### config.mk
export PLATFORM = sky130hd
export DESIGN_NAME = multi_server_queue_dispatcher
export DESIGN_NICKNAME = d
export VERILOG_FILES = /design/src/msqd_pkg.sv /design/src/multi_server_queue_dispatcher.sv /design/src/msqd_lane.sv
export SDC_FILE = /design/constraint.sdc
export NUM_CORES = 1
export LEC_CHECK = 0
export BUFFER_PORTS_ARGS = -buffer_cell sky130_fd_sc_hd__buf_2
export CAP_MARGIN = 10
export CELL_PAD_IN_SITES_DETAIL_PLACEMENT = 1
export CELL_PAD_IN_SITES_GLOBAL_PLACEMENT = 1
export CORE_MARGIN = 2
export CORE_UTILIZATION = 45
export CTS_BUF_LIST = sky130_fd_sc_hd__clkbuf_2 sky130_fd_sc_hd__clkbuf_4 sky130_fd_sc_hd__clkbuf_8
export DETAILED_ROUTE_END_ITERATION = 10
export PLACE_DENSITY = 0.75
export SYNTH_ARGS = -nofsm -noshare
export SYNTH_HDL_FRONTEND = slang
export SYNTH_HIERARCHICAL = 1
export SYNTH_SLANG_ARGS = --single-unit
### constraint.sdc
create_clock -name clock -period 5.01 [get_ports clock]
set_input_delay 0.2505 -clock clock [delete_from_list [all_inputs] [get_ports clock]]
set_output_delay 0.2505 -clock clock [all_outputs]
set_load 0.01 [all_outputs]
### src/msqd_pkg.sv
`timescale 1ns / 1ps
`default_nettype none
package msqd_pkg;
   localparam int SERVERS_DEF      = 4;
   localparam int QUEUE_DEPTH_DEF  = 16;
   localparam int MAX_ARRIVALS_DEF = 15;
   localparam int LANES            = 4;
   localparam int TAG_COUNT        = 26;
   localparam int TICK_W           = 16;
   localparam int END_W            = 17;
   localparam int TAG_W            = 5;
   localparam int RAND_W           = 15;
   localparam int DUR_W            = 8;
   localparam logic [TICK_W-1:0] TICK_MAX = 16'hFFFF;

   // configuration register indexes
   localparam logic [2:0] CSR_SERVERS  = 3'd0;
   localparam logic [2:0] CSR_QLIMIT   = 3'd1;
   localparam logic [2:0] CSR_SMIN     = 3'd2;
   localparam logic [2:0] CSR_SMAX     = 3'd3;
   localparam logic [2:0] CSR_STOP     = 3'd4;

   // lane control from the sequencer
   typedef struct packed {
      logic                start;   // begin a duration computation
      logic [DUR_W-1:0]    smin;
      logic [DUR_W-1:0]    smax;
   } lane_ctl_type;
endpackage
`default_nettype wire

### src/multi_server_queue_dispatcher.sv
`timescale 1ns / 1ps
`default_nettype none
// Queue simulation stepper: each item is one tick. The lanes compute every
// server's service time in parallel in a bit-serial divider phase (no division
// when the range is empty), then arrivals enter the wait queue one per cycle, then
// servers are dispatched one per cycle in index order. One item is processed at a
// time; the result sits in an output register while the next item is taken. The
// user must see that configuration is written only while idle; the block does not enforce it.
module multi_server_queue_dispatcher #(
   parameter int SERVERS      = msqd_pkg::SERVERS_DEF,
   parameter int QUEUE_DEPTH  = msqd_pkg::QUEUE_DEPTH_DEF,
   parameter int MAX_ARRIVALS = msqd_pkg::MAX_ARRIVALS_DEF
) (
   input  wire logic                 clock,
   input  wire logic                 reset,
   input  wire logic                 csr_write,
   input  wire logic [2:0]           csr_index,
   input  wire logic [15:0]          csr_data,
   input  wire logic                 req_valid,
   output logic                      req_stall,
   input  wire logic [3:0]           req_arrival_count,
   input  wire logic [14:0]          req_rand_lane0,
   input  wire logic [14:0]          req_rand_lane1,
   input  wire logic [14:0]          req_rand_lane2,
   input  wire logic [14:0]          req_rand_lane3,
   output logic                      rsp_valid,
   input  wire logic                 rsp_stall,
   output logic [15:0]               rsp_tick_now,
   output logic [3:0]                rsp_busy_mask,
   output logic [4:0]                rsp_serving_tag0,
   output logic [4:0]                rsp_serving_tag1,
   output logic [4:0]                rsp_serving_tag2,
   output logic [4:0]                rsp_serving_tag3,
   output logic [4:0]                rsp_waiting_count,
   output logic [4:0]                rsp_head_tag,
   output logic [3:0]                rsp_rejected_count,
   output logic                      rsp_all_done
);
   import msqd_pkg::*;

   localparam int QW = (QUEUE_DEPTH > 1) ? $clog2(QUEUE_DEPTH) : 1;
   localparam int CW = $clog2(QUEUE_DEPTH + 1);
   localparam int SW = (SERVERS > 1) ? $clog2(SERVERS) : 1;
   localparam int AW = 4;

   typedef enum logic [4:0] {
      ST_IDLE  = 5'b00001,
      ST_DIV   = 5'b00010,
      ST_ARR   = 5'b00100,
      ST_DISP  = 5'b01000,
      ST_OUT   = 5'b10000
   } state_type;

   // configuration
   logic [2:0]        cfg_srv_ff;
   logic [4:0]        cfg_qlim_ff;
   logic [7:0]        cfg_smin_ff, cfg_smax_ff;
   logic [15:0]       cfg_stop_ff;

   always_ff @(posedge clock) begin
      if (reset) begin
         cfg_srv_ff  <= 3'd4;
         cfg_qlim_ff <= 5'd16;
         cfg_smin_ff <= 8'd1;
         cfg_smax_ff <= 8'd10;
         cfg_stop_ff <= 16'd100;
      end else if (csr_write) begin
         case (csr_index)
            CSR_SERVERS: cfg_srv_ff  <= csr_data[2:0];
            CSR_QLIMIT:  cfg_qlim_ff <= csr_data[4:0];
            CSR_SMIN:    cfg_smin_ff <= csr_data[7:0];
            CSR_SMAX:    cfg_smax_ff <= csr_data[7:0];
            CSR_STOP:    cfg_stop_ff <= csr_data[15:0];
            default: ;
         endcase
      end
   end

   logic [SW:0] active;
   logic [CW-1:0] limit;
   assign active = (32'(cfg_srv_ff) > SERVERS) ? (SW+1)'(SERVERS) : (SW+1)'(cfg_srv_ff);
   assign limit  = (32'(cfg_qlim_ff) > QUEUE_DEPTH) ? CW'(QUEUE_DEPTH) : CW'(cfg_qlim_ff);

   // state
   state_type             st_ff, st_in;
   logic [TICK_W-1:0]     tick_ff;
   logic [SERVERS-1:0]    busy_ff;
   logic [END_W-1:0]      end_ff [SERVERS];
   logic [TAG_W-1:0]      stag_ff [SERVERS];
   logic [TAG_W-1:0]      fifo_mem [QUEUE_DEPTH];
   logic [QW-1:0]         head_ff;
   logic [CW-1:0]         count_ff;
   logic [TAG_W-1:0]      tag_ff;
   logic [AW-1:0]         arr_ff;
   logic [AW-1:0]         rej_ff;
   logic [SW:0]           srv_ff;
   logic [TAG_W-1:0]      head_rd;

   // output register
   logic                  ov_ff, ov_in;
   logic [15:0]           o_tick_ff;
   logic [3:0]            o_mask_ff, o_rej_ff;
   logic [4:0]            o_tag_ff [4];
   logic [4:0]            o_cnt_ff, o_head_ff;
   logic                  o_done_ff;

   // lanes
   lane_ctl_type          lctl;
   logic [DUR_W-1:0]      ldur [SERVERS];
   logic [SERVERS-1:0]    lbusy;

   assign lctl.start = (st_ff == ST_IDLE) && req_valid && !req_stall;
   assign lctl.smin  = cfg_smin_ff;
   assign lctl.smax  = cfg_smax_ff;

   for (genvar g = 0; g < SERVERS; g++) begin : g_lane
      logic [RAND_W-1:0] rsel;
      always_comb begin
         case (g % LANES)
            0: rsel = req_rand_lane0;
            1: rsel = req_rand_lane1;
            2: rsel = req_rand_lane2;
            default: rsel = req_rand_lane3;
         endcase
      end
      msqd_lane u_lane (
         .clock(clock), .reset(reset), .ctl(lctl),
         .rand_word(rsel), .dur(ldur[g]), .busy(lbusy[g])
      );
   end

   assign req_stall = (st_ff != ST_IDLE);

   logic [AW-1:0] arr_clip;
   assign arr_clip = (32'(req_arrival_count) > MAX_ARRIVALS) ? AW'(MAX_ARRIVALS)
                                                             : req_arrival_count;

   // tail slot, wrapped by one compare and subtract
   logic [CW:0]   tail_sum;
   logic [QW-1:0] tail_idx;
   assign tail_sum = (CW+1)'(head_ff) + (CW+1)'(count_ff);
   assign tail_idx = (tail_sum >= (CW+1)'(QUEUE_DEPTH)) ?
                     QW'(tail_sum - (CW+1)'(QUEUE_DEPTH)) : QW'(tail_sum);
   assign head_rd  = fifo_mem[head_ff];

   logic [SW-1:0] srv_idx;
   assign srv_idx = srv_ff[SW-1:0];

   // sequencer
   always_comb begin
      st_in = st_ff;
      case (st_ff)
         ST_IDLE: if (req_valid) st_in = ST_DIV;
         ST_DIV:  if (lbusy == '0) st_in = ST_ARR;
         ST_ARR:  if (arr_ff == '0 || tick_ff >= cfg_stop_ff) st_in = ST_DISP;
         ST_DISP: if (srv_ff >= active) st_in = ST_OUT;
         ST_OUT:  if (!ov_ff || !rsp_stall) st_in = ST_IDLE;
         default: st_in = ST_IDLE;
      endcase
   end

   // result valid: cleared when taken, set when a new result is loaded
   always_comb begin
      ov_in = ov_ff;
      if (ov_ff && !rsp_stall) ov_in = 1'b0;
      if (st_ff == ST_OUT && (!ov_ff || !rsp_stall)) ov_in = 1'b1;
   end

   always_ff @(posedge clock) begin
      if (reset) begin
         st_ff    <= ST_IDLE;
         tick_ff  <= '0;
         busy_ff  <= '0;
         head_ff  <= '0;
         count_ff <= '0;
         tag_ff   <= '0;
         ov_ff    <= 1'b0;
      end else begin
         st_ff <= st_in;
         ov_ff <= ov_in;
         case (st_ff)
            ST_IDLE: begin
               if (req_valid) begin
                  arr_ff <= arr_clip;
                  rej_ff <= '0;
                  srv_ff <= '0;
                  // release finished and inactive servers
                  for (int i = 0; i < SERVERS; i++) begin
                     if ((SW+1)'(i) >= active) busy_ff[i] <= 1'b0;
                     else if (end_ff[i] <= END_W'(tick_ff)) busy_ff[i] <= 1'b0;
                  end
               end
            end
            ST_ARR: begin
               // one arrival per cycle
               if (arr_ff != '0 && tick_ff < cfg_stop_ff) begin
                  arr_ff <= arr_ff - 1'b1;
                  if (count_ff < limit) begin
                     count_ff <= count_ff + 1'b1;
                     tag_ff <= (32'(tag_ff) + 1 >= TAG_COUNT) ? '0 : tag_ff + 1'b1;
                  end else begin
                     rej_ff <= rej_ff + 1'b1;
                  end
               end
            end
            ST_DISP: begin
               // one server per cycle, index order
               if (srv_ff < active) begin
                  srv_ff <= srv_ff + 1'b1;
                  if (!busy_ff[srv_idx] && count_ff != '0) begin
                     busy_ff[srv_idx] <= 1'b1;
                     head_ff  <= (32'(head_ff) == QUEUE_DEPTH - 1) ? '0 : head_ff + 1'b1;
                     count_ff <= count_ff - 1'b1;
                  end
               end
            end
            ST_OUT: begin
               if (!ov_ff || !rsp_stall) begin
                  if (tick_ff != TICK_MAX) tick_ff <= tick_ff + 1'b1;
               end
            end
            default: ;
         endcase
      end
   end

   // payload storage
   always_ff @(posedge clock) begin
      if (st_ff == ST_ARR && arr_ff != '0 && tick_ff < cfg_stop_ff && count_ff < limit)
         fifo_mem[tail_idx] <= tag_ff;
      if (st_ff == ST_DISP && srv_ff < active && !busy_ff[srv_idx] && count_ff != '0) begin
         stag_ff[srv_idx] <= head_rd;
         end_ff[srv_idx]  <= END_W'(tick_ff) + END_W'(ldur[srv_idx]);
      end
   end

   // result capture
   always_ff @(posedge clock) begin
      if (st_ff == ST_OUT && (!ov_ff || !rsp_stall)) begin
         o_tick_ff <= tick_ff;
         o_cnt_ff  <= 5'(count_ff);
         o_head_ff <= (count_ff != '0) ? head_rd : '0;
         o_rej_ff  <= rej_ff;
         o_done_ff <= (busy_ff == '0) && (tick_ff >= cfg_stop_ff);
         for (int i = 0; i < 4; i++) begin
            if (i < SERVERS) begin
               o_mask_ff[i] <= busy_ff[i];
               o_tag_ff[i]  <= busy_ff[i] ? stag_ff[i] : '0;
            end else begin
               o_mask_ff[i] <= 1'b0;
               o_tag_ff[i]  <= '0;
            end
         end
      end
   end

   assign rsp_valid          = ov_ff;
   assign rsp_tick_now       = o_tick_ff;
   assign rsp_busy_mask      = o_mask_ff;
   assign rsp_serving_tag0   = o_tag_ff[0];
   assign rsp_serving_tag1   = o_tag_ff[1];
   assign rsp_serving_tag2   = o_tag_ff[2];
   assign rsp_serving_tag3   = o_tag_ff[3];
   assign rsp_waiting_count  = o_cnt_ff;
   assign rsp_head_tag       = o_head_ff;
   assign rsp_rejected_count = o_rej_ff;
   assign rsp_all_done       = o_done_ff;
endmodule
`default_nettype wire

### src/msqd_lane.sv
`timescale 1ns / 1ps
`default_nettype none
// one server lane: computes min + rand % (max - min) by restoring division,
// one quotient bit a cycle
module msqd_lane (
   input  wire logic                          clock,
   input  wire logic                          reset,
   input  wire msqd_pkg::lane_ctl_type        ctl,
   input  wire logic [msqd_pkg::RAND_W-1:0]   rand_word,
   output logic [msqd_pkg::DUR_W-1:0]         dur,
   output logic                               busy
);
   import msqd_pkg::*;

   logic [DUR_W:0]              rem_ff, rem_in;
   logic [RAND_W-1:0]           sh_ff, sh_in;
   logic [DUR_W-1:0]            div_ff, div_in;
   logic [DUR_W-1:0]            base_ff, base_in;
   logic [$clog2(RAND_W+1)-1:0] cnt_ff, cnt_in;
   logic                        run_ff, run_in;
   logic [DUR_W:0]              trial;

   always_comb begin
      rem_in  = rem_ff;
      sh_in   = sh_ff;
      div_in  = div_ff;
      base_in = base_ff;
      cnt_in  = cnt_ff;
      run_in  = run_ff;
      trial   = {rem_ff[DUR_W-1:0], sh_ff[RAND_W-1]};
      if (ctl.start) begin
         rem_in  = '0;
         sh_in   = rand_word;
         base_in = ctl.smin;
         if (ctl.smax > ctl.smin) begin
            div_in = ctl.smax - ctl.smin;
            cnt_in = ($clog2(RAND_W+1))'(RAND_W);
            run_in = 1'b1;
         end else begin
            div_in = '0;
            cnt_in = '0;
            run_in = 1'b0;
         end
      end else if (run_ff) begin
         // shift in one dividend bit, subtract when it fits
         sh_in = {sh_ff[RAND_W-2:0], 1'b0};
         if (trial >= {1'b0, div_ff}) rem_in = trial - {1'b0, div_ff};
         else rem_in = trial;
         cnt_in = cnt_ff - 1'b1;
         if (cnt_ff == ($clog2(RAND_W+1))'(1)) run_in = 1'b0;
      end
   end

   always_ff @(posedge clock) begin
      if (reset) begin
         run_ff <= 1'b0;
         cnt_ff <= '0;
      end else begin
         run_ff <= run_in;
         cnt_ff <= cnt_in;
      end
      rem_ff  <= rem_in;
      sh_ff   <= sh_in;
      div_ff  <= div_in;
      base_ff <= base_in;
   end

   // sum is below 256 as rem < max - min
   assign dur  = base_ff + rem_ff[DUR_W-1:0];
   assign busy = run_ff;
endmodule
`default_nettype wire

==> Yosys cells after proc, flatten, opt, wreduce, memory -nomap -nowiden <==
Memory sizes are Yosys's and may differ from the RTL's. A register that Yosys moved wholly into a read port is not among the register bits.
Cells that the tools add are included.
{ "totals": {"ff_bits": 254, "mem_bits_rw": 188, "in_bits": 88, "output_inout_bits": 57, "elab_cells": 273, "n_memories": 4} }
{ "memory_table": {"columns": ["memory", "words", "word_bits", "read_ports", "rd_ports_with_merged_regs", "wr", "line_no", "source"], "rows": [
  ["fifo_mem", 16, 5, 1, 1, 1, "multi_server_queue_dispatcher.sv:90", "logic [TAG_W-1:0] fifo_mem [QUEUE_DEPTH];"],
  ["end_ff", 4, 17, 4, 0, 1, "multi_server_queue_dispatcher.sv:88", "logic [END_W-1:0] end_ff [SERVERS];"],
  ["o_tag_ff", 4, 5, 4, 0, 4, "multi_server_queue_dispatcher.sv:103", "logic [4:0] o_tag_ff [4];"],
  ["stag_ff", 4, 5, 4, 0, 1, "multi_server_queue_dispatcher.sv:89", "logic [TAG_W-1:0] stag_ff [SERVERS];"]
]} }
{ "classes": {"add_sub_neg": 25, "magnitude_cmp": 25, "n_eq_ne": 30, "muxes": 93, "n_bitwise": 3, "n_reduce_logical": 51} }
{ "op_table": {"columns": ["operator", "count"], "rows": [
  ["$mux W15", 8],
  ["$mux W4", 21],
  ["$mux W5", 15],
  ["$le A17 B16 Y1", 4],
  ["$mux W8", 6],
  ["$sub A8 B8 Y8", 5],
  ["$ge A9 B8 Y1", 4],
  ["$reduce_and A5 Y1", 7],
  ["$add A8 B8 Y8", 4],
  ["$mux W1", 31],
  ["$pmux W5 S5", 1],
  ["$pmux W4 S2", 3],
  ["$sub A4 B1 Y4 const B", 6],
  ["$ne A2 B2 Y1 const B", 9],
  ["$add A16 B8 Y17", 1],
  ["$add A16 B1 Y16 const B", 1],
  ["$bmux W8 S2", 1],
  ["$eq A4 B1 Y1 const B", 4],
  ["$ge A16 B16 Y1", 1],
  ["$lt A16 B16 Y1", 1],
  ["$ne A16 B16 Y1 const B", 1],
  ["$reduce_bool A2 Y1", 8],
  ["$logic_and A1 B1 Y1", 14],
  ["$ge A6 B5 Y1 const B", 2],
  ["46 further kinds", 69]
]} }

==> Depth between registers and ports, before layout <==
Gate-level depths: netlist of the first run.
{ "logic_depth": {"ltp_word": 8, "depth_mapped": 15, "mapped_depth_nobuf": 15} }

==> Hierarchy <==
The synthesis of the first run kept the hierarchy.
{ "by_module_without_submodules": {"columns": ["module", "instances", "cells_each", "area_each_um2", "seq_area_each_um2"], "rows": [
  ["multi_server_queue_dispatcher", 1, 1122, 14579.0, 8708.4],
  ["msqd_lane", 4, 251, 2703.8, 1191.1]
]} }

==> Worst setup path after synthesis of the first run <==
Ideal clock, no wire load.
{ "synth_timing": {"kind": "register to register", "start": "register st_ff[1]", "end": "register g_lane[0].u_lane.sh_ff[0], enable pin", "setup_ps": 363, "arrival_ps": 3360, "t_required_ps": 4647, "setup_slack_ps": 1287, "path_stages_with_launch": 8, "path_buffers": 1, "path_cell_list": "dfxtp_1 -> nor3_1 -> and3b_2 -> nand2_1 -> inv_1 -> buf_1 -> nor2_1 -> inv_1"} }
{ "synth_rtl": {"columns": ["element", "line_no", "source"], "rows": [
  ["from (decl)", "multi_server_queue_dispatcher.sv:85", "state_type st_ff, st_in;"],
  ["from (signal assigned)", "multi_server_queue_dispatcher.sv:179", "st_ff <= st_in;"],
  ["to (signal assigned)", "msqd_lane.sv:63", "sh_ff <= sh_in;"],
  ["to (decl)", "msqd_lane.sv:16", "logic [RAND_W-1:0] sh_ff, sh_in;"]
]} }

==> flow_summary_export.csv, run 1 <==
group,metric,value,unit
run_status,status,"complete, no violations",
clock_tree,clk_pin_slew,0.06,ns
hold_path,hp-start,"csr_index[1]",
critical_path,crit_path_max_fanout,4,
die,io_pins,145,
timing,fin_crit_sh,89.03,%
placed_design,io_buffer_count,144,
clock_tree,h-tree-depth,3,
global_routing,grt_max_degree,84,
power,share_comb_of_total_power,28.3,%
critical_path,end_kind,"flop",
route,wl_per_cell,21.40,µm
timing,clock.fmax,224.2,MHz
die,dieArea,58350,µm²
clock_tree,tritoncts,"yes",
synth,async_reset_ff_share,0,%
critical_path,r2r-end,"end_ff[0][9]",
hold_path,whs_path_depth,4,
global_routing,grt_pass1_vias,19720,
placed_design,place_congestion,0.8394,
synth,ys_ff_latch,494,
finish,area_delta_synth_final,16.82,%
power,internal_power,8.968,mW
critical_path,reg2regPathDepth,15,
clock_tree,cts_resized,0,
synth,synth_edf_count,358,
critical_path,ff2ff_setup_slack,0.55,ns
timing,fin_crit,4.460,ns
die,die_h,241.6,µm
finish,nNetsFinal,2720,
route,drtAntennaViolNets,0,
synth,synth_top_cell_by_area,"edfxtp_1",
critical_path,critPathRequiredTime,5.44,ns
global_routing,grt_pass1_wl,110500,µm
critical_path,worstSetupStartpointType,"flop",
finish,seqCellArea,13470,µm²
critical_path,cp-startpoint,"g_lane[3].u_lane/rem_ff[0]",
job,maxCapViolCount,0,
clock_tree,cts_buffer_depth,3,
synth,yosysTopAreaCellShare,42.33,%
power,power.leakage,11.50,nW
hold_path,min_to,"cfg_smax_ff[0]",
synth,synth.most_common_cell,"edfxtp_1",
finish,fill_cells,5859,
power,seq_power_share,40.7,%
timing,finalClockSkew,0.04512,ns
route,routed_wirelength,69220,µm
timing,setup_tns,0,ns
timing,slew_headroom,31.18,%
route,drc_errors,0,
timing,tightest_slew,1.019,ns
clock_tree,insertion_delay,0.70,ns
synth,avgSynthCellArea,11.94,µm²
timing,hold_slack,0.1453,ns
power,peakVddDrop,0.2514,mV
synth,syn-instance-count,2126,
hold_path,hp-class,"input port to flop",
clock_tree,clock-root-buffer,"clkbuf_8",
timing,finalSetupViolations,0,
route,drt-initial-drc-count,1031,
die,core_area,56060,µm²
route,vias_per_cell,5.496,
global_routing,overflow,0,
clock_tree,cts_sinks,494,
critical_path,reg2reg_from,"g_lane[3].u_lane/rem_ff[0]",
power,power.density,444.9,nW/µm²
synth,synth_area,25390,µm²
clock_tree,postCtsSetupRepairBufs,0,
die,die_x,241.6,µm
clock_tree,numCtsBuffers,86,
route,dr_total_vias,17780,
critical_path,critical_path_arrival,4.89,ns
power,swShare,32.06,%
power,power.share.clock,31.0,%
critical_path,critPathKind,"flop to flop",
die,rows,87,
die,start_util,45.30,%
power,p_total,13.20,mW
synth,synth_warnings,6,
timing,timing.final.max_slew_violations,0,
global_routing,antenna_found_initial,2,
placed_design,hpwlAfterDp,47880,µm
global_routing,grt_usage,23.99,%
finish,drive_above_1_share,17.84,%
synth,yosys-top-cells-area,"edfxtp_1 (42%), dfxtp_1 (11%), ha_1 (10%)",
route,firstDrtPassIters,5,
timing,rsz0062_at_grt,"false",
synth,synth_common_cells,"edfxtp_1 (358), ha_1 (211), inv_1 (177)",
timing,finalHoldViolations,0,
synth,synthFlopType,"edfxtp_1",
synth,ys_seq_area_share,53.05,%
synth,ys_types,77,
finish,multi_input_area,11050,µm²
synth,syn_nets,2440,
power,p_sw,4.231,mW
-- metal layers --
layer / track usage [%] / vias to the layer above / share of wire (%)
li1: - / 8359 / -
met2: 42.28 / 362 / 50
met1: 30.47 / 8947 / 43
met4: 6.905 / 0 / 2.2
met5: 0 / - / 0
met3: 3.774 / 110 / 4.2
-- layout make-up --
class	instances	share of cell area (%)
diodes	1	0.008436
clock buffers	122	5.049
clock inverters	38	1.350
inverters	177	2.257
multi-input cells	1411	37.26
flip-flops and latches	494	45.42
well taps	756	3.189
repair buffers	236	5.466
-- power by group through the flow --
stage,combinational (mW),clock (mW),sequential (mW)
after floorplan,2.86,0,5.29
after global placement,3.47,0,5.42
after detailed placement,3.63,0,5.45
after CTS,3.72,4.16,5.37
after global routing,4.12,4.34,5.43
final,3.73,4.09,5.38
-- state kept, by name (all words and copies together), names as in the netlist, 16 cells and up, named ones only --
| register | flops |
|---|---|
| g_lane.u_lane/sh_ff | 60 |
| tick_ff | 16 |
| g_lane.u_lane/base_ff | 32 |
| g_lane.u_lane/div_ff | 32 |
| o_tag_ff | 20 |
| rsp_tick_now | 16 |
| g_lane.u_lane/cnt_ff | 16 |
| g_lane.u_lane/rem_ff | 32 |
| end_ff | 68 |
| cfg_stop_ff | 16 |
| fifo_mem | 80 |
| stag_ff | 20 |
-- cell usage in the layout (no fill, tap or decap), types with 15 or more instances in the layout --
cell type,instances
xnor2_1,80
inv_1,175
ha_1,211
nand4_1,21
clkbuf_8,93
buf_2,143
a21oi_1,133
a311oi_1,15
clkbuf_4,29
mux2i_1,35
nor2_1,173
nand3_1,30
nor2b_1,32
mux4_2,34
dlygate4sd3_1,83
edfxtp_1,358
and2_1,33
a21o_1,35
dfxtp_1,136
nand2b_1,15
fa_1,15
a211oi_1,34
nor3_1,31
nand2_1,130
mux2_2,56
o21ai_0,65
xor2_1,34
-- critical path: stages (launching register included) --
cell      delay, ns
dfxtp_1        0.36
ha_1           0.24
fa_1           0.42
a21o_1         0.21
a21oi_1        0.23
o21bai_1       0.09
a21oi_1        0.19
xnor2_1        0.11
mux4_2         0.51
ha_1           0.35
inv_1          0.09
nor2_1         0.05
a221o_1        0.35
a21oi_1        0.53
nor2_1         0.11
xnor2_1        0.36
-- worst max path at each step --
| stage | depth (start not counted) | end |
|---|---|---|
| detailed placement | 15 | end_ff[3][11] |
| floorplan | 7 | g_lane[0].u_lane/sh_ff[0] |
| global route | 15 | end_ff[3][13] |
| finish | 15 | end_ff[0][9] |
| CTS | 15 | end_ff[3][9] |
| global placement | 15 | end_ff[0][15] |
-- metrics by stage --
| stage | cell area [µm²] | setup WS [ns] | utilization (%) | instances |
|---|---|---|---|---|
| 4_1_cts | 29660 | 0.5471 | 52.91 | 3234 |
| 5_1_grt | 29660 | 0.3102 | 52.91 | 3234 |
| 3_5_place_dp | 26930 | 0.6439 | 48.04 | 2991 |
| 2_1_floorplan | 25390 | 1.287 | - | 2126 |
| 6_report | 29660 | 0.5497 | 52.92 | 3235 |
| 3_3_place_gp | 26930 | 0.8263 | 48.04 | 2991 |
-- cells by family after synthesis --
logic type / count (synthesis) / synth area share, %
adders and majority gates: 226 / 11.58
DFF: 494 / 53.05
muxes: 125 / 6.878
xor gates and xnor gates: 114 / 3.932
and+or+nand+nor: 546 / 10.61
AOI/OAI and AO/OA: 400 / 10.53
buffers and inverters: 221 / 3.414
-- timing repair --
item | in CTS | in global routing
hold endpoints to repair | 106 | 0
setup endpoints to repair | 0 | 0
hold buffers | 83 | 0
No activity file was read; power rests on OpenSTA's default activity.
==> run 2: changes to the inputs <==
Settings changed: PLACE_DENSITY 0.75 to 0.79.
==> flow_summary_export.csv, run 2 (synthesis gave the netlist of run 1 again) <==
group,metric,value,unit
placed_design,hpwlAfterDp,48800,µm
die,die_x,241.6,µm
die,die_h,241.6,µm
critical_path,worstSetupStartpointType,"flop",
critical_path,critPathKind,"flop to flop",
power,power.density,438.2,nW/µm²
route,drt-initial-drc-count,1025,
finish,fill_cells,5897,
clock_tree,cts_sinks,494,
critical_path,critPathRequiredTime,5.46,ns
placed_design,postPlaceCellArea,26940,µm²
clock_tree,tritoncts,"yes",
timing,slew_headroom,30.82,%
placed_design,dp_slack,0.6739,ns
critical_path,slowest_delay,0.53,ns
timing,finalSetupViolations,0,
power,power.leakage,11.43,nW
critical_path,reg2reg_from,"g_lane[1].u_lane/base_ff[0]",
timing,finalHoldViolations,0,
finish,nNetsFinal,2720,
timing,fin_crit,4.365,ns
timing,clock.fmax,229.1,MHz
clock_tree,clock-root-buffer,"clkbuf_8",
route,firstDrtPassIters,5,
finish,regMostFlops,"fifo_mem",
finish,most-common-layout-cells,"edfxtp_1 (358), ha_1 (211), inv_1 (175)",
route,drtAntennaViolNets,0,
finish,multi_input_area,11050,µm²
route,drc_errors,0,
critical_path,end_kind,"flop",
finish,seqCellArea,13470,µm²
timing,hold_slack,0.1657,ns
die,rows,87,
timing,rsz0062_at_grt,"false",
finish,final_common_cell,"edfxtp_1",
clock_tree,cts_buffer_depth,3,
global_routing,grt_usage,24.13,%
critical_path,r2r-end,"end_ff[3][15]",
clock_tree,h-tree-depth,3,
hold_path,hp-class,"input port to flop",
placed_design,placed_cells,2992,
critical_path,cp_common_cell,"a21oi_1",
timing,setup_ws,0.6453,ns
clock_tree,insertion_delay,0.68,ns
die,io_pins,145,
finish,reg_top3,"fifo_mem: 80 flops, end_ff: 68 flops, g_lane.u_lane/sh_ff: 60 flops",
timing,tightest_slew,1.036,ns
run_status,status,"complete, no violations",
critical_path,ff2ff_setup_slack,0.65,ns
finish,fin_util,52.67,%
timing,timing.final.max_slew_violations,0,
critical_path,cp_cell_sequence,"ha_1, fa_1, a21o_1, a21oi_1, o21bai_1, a21oi_1, xnor2_1, mux4_2, ha_1, inv_1, nor2_1, a221o_1, a21oi_1, nor2_1, xnor2_1",
power,peakVddDrop,0.2169,mV
die,start_util,45.30,%
global_routing,overflow,0,
critical_path,cp-startpoint,"g_lane[1].u_lane/base_ff[0]",
route,dr_total_vias,17950,
critical_path,reg2regPathDepth,15,
global_routing,grt_pass1_wl,110800,µm
clock_tree,clk_pin_slew,0.06,ns
finish,layout.cells.non_filler,3234,
clock_tree,cts_resized,0,
global_routing,grt_max_degree,69,
route,routed_wirelength,69930,µm
finish,largest_reg_flops,80,
placed_design,place_congestion,0.8407,
global_routing,antenna_found_initial,1,
timing,setup_tns,0,ns
placed_design,io_buffer_count,144,
job,maxCapViolCount,0,
global_routing,grt_pass1_vias,19760,
critical_path,crit_path_max_fanout,4,
timing,finalClockSkew,0.02167,ns
die,dieArea,58350,µm²
die,core_area,56060,µm²
finish,fin_area,29530,µm²
clock_tree,numCtsBuffers,85,
route,wl_per_cell,21.62,µm
power,p_total,12.94,mW
route,vias_per_cell,5.550,
critical_path,cp_slowest_cell,"a21oi_1",
finish,area_delta_synth_final,16.28,%
timing,fin_crit_sh,87.12,%
critical_path,critical_path_arrival,4.81,ns
finish,drive_above_1_share,17.76,%
critical_path,cp-endpoint,"end_ff[3][15]",
## run 2: critical path, delay by kind of cell, from the launching register on
| kind | cells | cell delay (ns) |
|---|---|---|
| compound gates | 6 | 1.68 |
| xor+xnor | 2 | 0.43 |
| fa+ha+maj | 3 | 0.97 |
| buf+inv | 1 | 0.07 |
| flops | 1 | 0.37 |
| mux | 1 | 0.46 |
| simple gates | 2 | 0.17 |
## run 2: layer usage
| layer | track usage, % | share of wire, % | vias to the layer above |
|---|---|---|---|
| met4 | 8.129 | 2.5 | 0 |
| met2 | 42.25 | 50 | 416 |
| li1 | - | - | 8363 |
| met5 | 0 | 0 | - |
| met3 | 3.707 | 4.6 | 121 |
| met1 | 30.44 | 43 | 9050 |
## run 2: report_power, final
group	total [mW]	internal, mW	switching (mW)
clock	3.80	2.08	1.72
sequential	5.35	5.00	0.356
combinational	3.78	1.66	2.13
total	12.9	8.74	4.20
## run 2: area by class of cell
class | instances | share of cell area (%)
sequential | 494 | 45.63
multi-input combinational | 1411 | 37.44
clock buffer | 130 | 5.233
clock inverter | 28 | 0.7076
antenna | 1 | 0.008475
inverter | 177 | 2.267
timing repair buffer | 237 | 5.517
tap | 756 | 3.203
## run 2: how the worst min path moves through the flow
stage | startpoint | end | slack, ns | cells past startpoint
finish | csr_index[1] | cfg_smax_ff[2] | 0.17 | 4
global route | csr_index[1] | cfg_smax_ff[5] | 0.16 | 4
CTS | csr_index[1] | cfg_smax_ff[2] | 0.10 | 4
detailed placement | cfg_stop_ff[1] | cfg_stop_ff[1] | 0.45 | 2
global placement | cfg_stop_ff[9] | cfg_stop_ff[9] | 0.45 | 2
floorplan | reset | g_lane[0].u_lane/busy | 0.32 | 1
## run 2: repair_timing
item | CTS | global route
hold endpoints to repair | 106 | 0
buffers inserted | 0 | 0
hold buffers | 83 | 0
